==> src/hw/rtl/saft_pkg.sv <==
// shared types and codes for the sorted address frequency table
`timescale 1ns / 1ps
package saft_pkg;
    typedef enum logic [1:0] {
        OP_COUNT = 2'd0,
        OP_SORT  = 2'd1,
        OP_READ  = 2'd2,
        OP_NONE  = 2'd3
    } op_t;

    typedef enum logic [1:0] {
        ST_OK     = 2'd0,
        ST_FULL   = 2'd1,
        ST_RANGE  = 2'd2,
        ST_SORTED = 2'd3
    } status_t;

    typedef enum logic [3:0] {
        RD_NONE = 4'd0,
        RD_MID  = 4'd1,
        RD_POS  = 4'd2,
        RD_SHL  = 4'd3,
        RD_IDX  = 4'd4,
        RD_I    = 4'd5,
        RD_J    = 4'd6
    } rsel_t;

    typedef enum logic [2:0] {
        WR_NONE  = 3'd0,
        WR_HIT   = 3'd1,
        WR_SHIFT = 3'd2,
        WR_NEW   = 3'd3,
        WR_SWI   = 3'd4,
        WR_SWJ   = 3'd5
    } wsel_t;

    typedef enum logic [3:0] {
        CL_NONE    = 4'd0,
        CL_LOAD    = 4'd1,
        CL_SRCH    = 4'd2,
        CL_SHFT    = 4'd3,
        CL_SORTI   = 4'd4,
        CL_SORTJ   = 4'd5,
        CL_NEXTI   = 4'd6,
        CL_SAVEI   = 4'd7,
        CL_SAVEJ   = 4'd8,
        CL_DONE    = 4'd9
    } cloop_t;

    typedef struct packed {
        rsel_t   rsel;
        wsel_t   wsel;
        cloop_t  loop;
        logic    res_hit;
        logic    res_full;
        logic    res_new;
        logic    res_sorted;
        logic    res_read;
        logic    res_range;
        logic    set_sorted;
        logic    strobe;
    } cmd_t;

    typedef struct packed {
        op_t   op;
        logic  sorted;
        logic  search_done;
        logic  hit;
        logic  full;
        logic  shift_done;
        logic  idx_ok;
        logic  i_done;
        logic  j_done;
        logic  need_swap;
    } sts_t;
endpackage

==> src/hw/rtl/saft_ctrl.sv <==
// controller state machine for search, insert, sort and read
`timescale 1ns / 1ps
module saft_ctrl (
    input  logic           clk,
    input  logic           rst_n,
    input  logic           start,
    output logic           busy,
    input  saft_pkg::sts_t sts,
    output saft_pkg::cmd_t cmd
);
    typedef enum logic [14:0] {
        S_IDLE  = 15'b000000000000001,
        S_DISP  = 15'b000000000000010,
        S_SRCH  = 15'b000000000000100,
        S_SWAIT = 15'b000000000001000,
        S_CHK   = 15'b000000000010000,
        S_SHFT  = 15'b000000000100000,
        S_RDWT  = 15'b000000001000000,
        S_RDOUT = 15'b000000010000000,
        S_SI    = 15'b000000100000000,
        S_SJ    = 15'b000001000000000,
        S_SJCMP = 15'b000010000000000,
        S_DONE  = 15'b000100000000000,
        S_SRD   = 15'b001000000000000,
        S_SWI   = 15'b010000000000000,
        S_SWJ   = 15'b100000000000000
    } state_t;

    state_t state_reg, state_next;

    always_comb
    begin
        cmd = '0;
        state_next = state_reg;
        case (state_reg)
            S_IDLE:
            begin
                cmd.loop = saft_pkg::CL_LOAD;
                if (start) state_next = S_DISP;
            end
            S_DISP:
            begin
                case (sts.op)
                    saft_pkg::OP_COUNT:
                        if (sts.sorted)
                        begin
                            cmd.strobe = 1'b1;
                            cmd.res_sorted = 1'b1;
                            state_next = S_DONE;
                        end
                        else if (sts.search_done) state_next = S_CHK;
                        else
                        begin
                            cmd.rsel = saft_pkg::RD_MID;
                            state_next = S_SRCH;
                        end
                    saft_pkg::OP_SORT:  state_next = S_SI;
                    saft_pkg::OP_READ:
                    begin
                        cmd.rsel = saft_pkg::RD_IDX;
                        state_next = S_RDWT;
                    end
                    default:
                    begin
                        cmd.strobe = 1'b1;
                        state_next = S_DONE;
                    end
                endcase
            end
            S_SRCH:
            begin
                cmd.loop = saft_pkg::CL_SRCH;
                state_next = S_SWAIT;
            end
            S_SWAIT:
            begin
                if (sts.search_done)
                begin
                    cmd.rsel = saft_pkg::RD_POS;
                    state_next = S_CHK;
                end
                else
                begin
                    cmd.rsel = saft_pkg::RD_MID;
                    state_next = S_SRCH;
                end
            end
            S_CHK:
            begin
                if (sts.hit)
                begin
                    cmd.wsel = saft_pkg::WR_HIT;
                    cmd.res_hit = 1'b1;
                    cmd.strobe = 1'b1;
                    state_next = S_DONE;
                end
                else if (sts.full)
                begin
                    cmd.res_full = 1'b1;
                    cmd.strobe = 1'b1;
                    state_next = S_DONE;
                end
                else if (sts.shift_done)
                begin
                    cmd.wsel = saft_pkg::WR_NEW;
                    cmd.res_new = 1'b1;
                    cmd.strobe = 1'b1;
                    state_next = S_DONE;
                end
                else
                begin
                    cmd.rsel = saft_pkg::RD_SHL;
                    state_next = S_SHFT;
                end
            end
            S_SHFT:
            begin
                cmd.wsel = saft_pkg::WR_SHIFT;
                cmd.loop = saft_pkg::CL_SHFT;
                state_next = S_RDWT;
            end
            S_RDWT:
            begin
                if (sts.op == saft_pkg::OP_READ)
                begin
                    cmd.rsel = saft_pkg::RD_IDX;
                    state_next = S_RDOUT;
                end
                else state_next = S_CHK;
            end
            S_RDOUT:
            begin
                cmd.strobe = 1'b1;
                if (sts.idx_ok) cmd.res_read = 1'b1;
                else cmd.res_range = 1'b1;
                state_next = S_DONE;
            end
            S_SI:
            begin
                if (sts.i_done)
                begin
                    cmd.set_sorted = 1'b1;
                    cmd.strobe = 1'b1;
                    state_next = S_DONE;
                end
                else
                begin
                    cmd.rsel = saft_pkg::RD_I;
                    state_next = S_SJ;
                end
            end
            S_SJ:
            begin
                cmd.loop = saft_pkg::CL_SAVEI;
                state_next = S_SJCMP;
            end
            S_SJCMP:
            begin
                if (sts.j_done)
                begin
                    cmd.loop = saft_pkg::CL_NEXTI;
                    state_next = S_SI;
                end
                else
                begin
                    cmd.rsel = saft_pkg::RD_J;
                    state_next = S_SRD;
                end
            end
            S_SRD:
            begin
                if (sts.need_swap)
                begin
                    cmd.loop = saft_pkg::CL_SAVEJ;
                    state_next = S_SWI;
                end
                else
                begin
                    cmd.loop = saft_pkg::CL_SORTJ;
                    state_next = S_SJCMP;
                end
            end
            S_SWI:
            begin
                cmd.wsel = saft_pkg::WR_SWI;
                state_next = S_SWJ;
            end
            S_SWJ:
            begin
                cmd.wsel = saft_pkg::WR_SWJ;
                cmd.loop = saft_pkg::CL_SORTJ;
                state_next = S_SJCMP;
            end
            S_DONE: state_next = S_IDLE;
            default: state_next = S_IDLE;
        endcase
    end

    always_ff @(posedge clk or negedge rst_n)
    begin
        if (!rst_n) state_reg <= S_IDLE;
        else state_reg <= state_next;
    end

    assign busy = (state_reg != S_IDLE);

    assert property (@(posedge clk) disable iff (!rst_n)
        cmd.strobe |=> state_reg == S_DONE)
        else $error("strobe not followed by done");
    assert property (@(posedge clk) disable iff (!rst_n)
        (state_reg == S_IDLE && start) |=> state_reg == S_DISP)
        else $error("start not dispatched");
    assert property (@(posedge clk) disable iff (!rst_n)
        $onehot(state_reg))
        else $error("state not one-hot");
endmodule
==> config.mk <==
export PLATFORM = sky130hd
export DESIGN_NAME = saft_ctrl
export DESIGN_NICKNAME = d
export VERILOG_FILES = /design/src/hw/rtl/saft_pkg.sv /design/src/hw/rtl/saft_ctrl.sv
export SDC_FILE = /design/constraint.sdc
export NUM_CORES = 1
export LEC_CHECK = 0
export BUFFER_PORTS_ARGS = -buffer_cell sky130_fd_sc_hd__buf_4
export CAP_MARGIN = 10
export CORE_ASPECT_RATIO = 1.2
export CORE_MARGIN = 1.5
export CORE_UTILIZATION = 50
export CTS_CLUSTER_SIZE = 14
export DETAILED_ROUTE_END_ITERATION = 10
export PLACE_DENSITY = 0.82
export REMOVE_ABC_BUFFERS = 1
export SLEW_MARGIN = 20
export SYNTH_ARGS = -nofsm -noshare
export SYNTH_HDL_FRONTEND = slang
export SYNTH_SLANG_ARGS = --single-unit
==> constraint.sdc <==
create_clock -name clk -period 2.7 [get_ports clk]
set_clock_uncertainty 0.05 [all_clocks]
set_input_delay 0.54 -clock clk [delete_from_list [all_inputs] [get_ports clk]]
set_output_delay 0.54 -clock clk [all_outputs]
set_load 0.1 [all_outputs]
==> reports/results.ini, run 1 <==
[status]
status=did not finish
stop_stage=global routing
firstError=[ERROR DPL-0038] Utilization greater than 100%, impossible to legalize

[floorplanning]
floorplan.initialDensity=0.523
dieWidth_um=45.0
die_h_um=53.4
row_count=18
io_pins=34

[placement]
detailed_place_hpwl_um=2450
portBuffers=32
place_area_um2=1430
routabilityCongestion=0.850
dpl.cell_count=192

[synth]
synth_top_cell_by_area=dfrtp_1
ys_seq_elements=15
yosysWarnings=0
synth_async_sr_flop_share=1.00
synth_cells=126
netlist.area_leader.share=0.331
synth_ff_type=dfrtp_1
yosysSeqAreaShare=0.355
synth_cell_type_count=38
syn_avg_cell_area_um2=8.41
synth_area_leaders=dfrtp_1, nor3_1, nor4_1
synthesis.area_um2=1060
synth_edf_count=0

[cts]
cts_max_level=1
cts_made_buffers=3
clock_path_buffers=2
clkSinkCount=15
cts_root_buf=clkbuf_4
holdBufCountCts=0

[timing]
worstEpCategory=output port
crit_endpoint=cmd[8]

[global_routing]
grt_start_max_net_pins=16

## Yosys cell counts, types with 2 or more instances
| master | number |
|---|---|
| dfrtp_1 | 14 |
| nor2_1 | 13 |
| nand2_1 | 12 |
| nor3_1 | 11 |
| nor4_1 | 8 |
| and2_1 | 5 |
| inv_1 | 5 |
| nand2b_1 | 5 |
| nand3_1 | 5 |
| or4b_2 | 5 |
| o21ai_0 | 4 |
| and3_1 | 3 |
| nor2b_1 | 3 |
| nor4b_1 | 3 |
| nand4_1 | 2 |
| o221ai_1 | 2 |
| o22ai_1 | 2 |
| or3_1 | 2 |
| or4_4 | 2 |
| xor2_1 | 2 |
## metrics by stage
| stage | setup slack, ns | setup TNS, ns |
|---|---|---|
| floorplan | -1.84 | -6.34 |
| global placement | 0.0459 | 0 |
| detailed placement | -0.0259 | -0.0259 |
| CTS | -0.172 | -1.12 |
## what timing repair did
item | CTS
hold endpoints to repair | 0
setup endpoints to repair | 15
gates resized for setup | 74
pin swaps | 11
buffers inserted | 13
## cells by family after synthesis
kind of cell,after synthesis,synth area share
AOI/OAI and AO/OA,17,0.124
DFF,15,0.355
and+or+nand+nor,83,0.464
xor gates and xnor gates,3,0.0248
other,1,0.00354
buffers and inverters,7,0.0283
==> run 2: changes to the inputs <==
--- a/config.mk
+++ b/config.mk
@@ -7,12 +7,10 @@
 export LEC_CHECK = 0
 export BUFFER_PORTS_ARGS = -buffer_cell sky130_fd_sc_hd__buf_4
 export CAP_MARGIN = 10
-export CORE_ASPECT_RATIO = 1.2
-export CORE_MARGIN = 1.5
-export CORE_UTILIZATION = 50
-export CTS_CLUSTER_SIZE = 14
+export CORE_AREA = 2 2 63 65
 export DETAILED_ROUTE_END_ITERATION = 10
-export PLACE_DENSITY = 0.82
+export DIE_AREA = 0 0 65 67
+export PLACE_DENSITY_LB_ADDON = 0.15
 export REMOVE_ABC_BUFFERS = 1
 export SLEW_MARGIN = 20
 export SYNTH_ARGS = -nofsm -noshare
==> run 2 against run 1 <==
  * The flow now finishes, with violations (setup timing)
  * Synthesized cell count unchanged
  * Synthesized area unchanged
==> reports/results.ini, run 2 <==
[synth]
yosys.cell_count.top_type=dfrtp_1
netlist.area_leader.share=0.331
synthTopCellsByCount=dfrtp_1, nor2_1, nand2_1
yosysWarnings=0
synth_ff_type=dfrtp_1
yosysSeqAreaShare=0.355
synth_async_sr_flop_share=1.00
synthesis.area_um2=1060
synth_edf_count=0
syn_avg_cell_area_um2=8.41
synth_top_cell_by_area=dfrtp_1
synth_cells=126
synth_cell_type_count=38
ys_seq_elements=15
synth_area_leaders=dfrtp_1, nor3_1, nor4_1

[cts]
clkSinkCount=15
clk_latency_ns=0.25
cts_max_level=1
cts_root_buf=clkbuf_8
cts_made_buffers=3
cts_tree=yes
clock_path_buffers=2
clk_pin_slew_ns=0.06

[placement]
place_area_um2=1550
portBuffers=32
pre_cts_ws_ns=-0.0293
routabilityCongestion=0.825
detailed_place_hpwl_um=2680

[final_layout]
final_nets=218
antennaDiodeCount=0
fillers=309
largest_reg_flops=15
seq_area_um2=380
mostFrequentLayoutCells=buf_4, buf_12, dfrtp_1
final_common_cell=buf_4
syn_to_final_growth_pct=100
final_cell_area_um2=2120
multi_input_area_um2=855
drive_above_1_share=0.611

[floorplanning]
core-area_um2=3610
floorplan.initialDensity=0.294
die_area_um2=4360
io_pins=34
die_h_um=67
row_count=22
dieWidth_um=65

[critical_path]
reg2reg_slack_ns=0.32
arrival_ns=2.29
worst-setup-path-type=flop to primary output
cp_max_fo=5
required_ns=2.11
crit_path_end_kind=primary output
cp-start-kind=flop

[global_routing]
grt_pass1_wl_um=6290
antenna_found_initial=0
grt.total_usage=0.189
grt_overflow=0
grt_pass1_vias=1373
grt_start_max_net_pins=16

[timing]
setup_violations=8
max_freq_mhz=348
postLayoutSetupSlackWorst_ns=-0.177
whs_ns=0.0833
min_period_ns=2.88
maxSlewHeadroom=0.573
rsz0062_at_grt=true
hold_viol_final=0
worstMarginPinSlew_ns=0.632
period_share=1.07
maxSlewViolCount=0

[power]
vdd_drop_max_mv=0.245
power_density_nw_per_um2=605
p_leak_uw=0.000947
totalPowerFinal_uw=1280

[routing]
ant_nets=0
drtPass1Iterations=4
drtIter0Drc=53
vias=1304
remaining_drc_errors=0
via_per_inst=5.20
wl_um=3840
wl_per_cell_um=15.3

[worst_hold_path]
hold_path.class=input pin to async pin

[status]
violations=setup timing
status=finished, violations left

[flow_run]
cap_violations=0

[run 2: cell counts after synthesis]
Identical to the previous run, type by type.
[run 2: per-layer routing]
| metal | share of wire | GRT usage | vias to the layer above |
|---|---|---|---|
| met4 | 0.017 | 0.0585 | 0 |
| met3 | 0.055 | 0.0321 | 7 |
| met5 | 0 | 0 | - |
| li1 | - | - | 626 |
| met1 | 0.42 | 0.228 | 626 |
| met2 | 0.51 | 0.339 | 45 |
[run 2: logic make-up after synthesis]
| group | share of synthesized area |
|---|---|
| buffers and inverters | 0.0283 |
| other | 0.00354 |
| AOI/OAI and AO/OA | 0.124 |
| DFF | 0.355 |
| xor gates and xnor gates | 0.0248 |
| and+or+nand+nor | 0.464 |
[run 2: worst paths after layout]
check,startpoint,to,cells after the start
worst max-delay path,state_reg[9]$_DFFE_PN0P_,cmd[8],5
worst min-delay path,rst_n,state_reg[12]$_DFFE_PN0P_,1
worst max register to register,state_reg[9]$_DFFE_PN0P_,state_reg[0]$_DFFE_PN1P_,7
worst min register to register,state_reg[1]$_DFFE_PN0P_,state_reg[1]$_DFFE_PN0P_,2
max in group asynchronous,rst_n,state_reg[0]$_DFFE_PN1P_,1
min in group clk,start,state_reg[1]$_DFFE_PN0P_,3
[run 2: report_power, final]
part	internal, µW	switching [µW]	total, µW
clock	105	86.5	191
combinational	334	481	815
sequential	251	28.1	279
total	689	595	1280
[run 2: through the flow]
stage | instances | TNS, ns | utilization
after floorplan | 124 | -6.34 | -
after global placement | 231 | 0 | 0.430
after detailed placement | 231 | -0.0293 | 0.430
after CTS | 245 | -0.820 | 0.543
after global routing | 251 | -1.53 | 0.589
final | 251 | -0.838 | 0.589
[run 2: layout make-up]
cell class              count  share of cell area
multi-input cells         104               0.402
clock buffers               4              0.0212
inverters                   5             0.00884
well taps                  48              0.0283
repair buffers             75               0.360
flip-flops and latches     15               0.179
[run 2: timing repair]
| item | in CTS | in global routing |
|---|---|---|
| cloned | 0 | 0 |
| hold buffers | 0 | 0 |
| pin swaps | 11 | 6 |
| gates resized for setup | 64 | 31 |
| setup buffers | 10 | 7 |
| setup endpoints to repair | 16 | 19 |
[run 2: critical path: stages (launching register included)]
cell and delay [ns]:
dfrtp_2 0.43, or4_4 0.53, or4b_4 0.53, o32a_1 0.24
nand3_2 0.12, buf_12 0.18
Note: power is estimated with default switching activity, not from simulation.
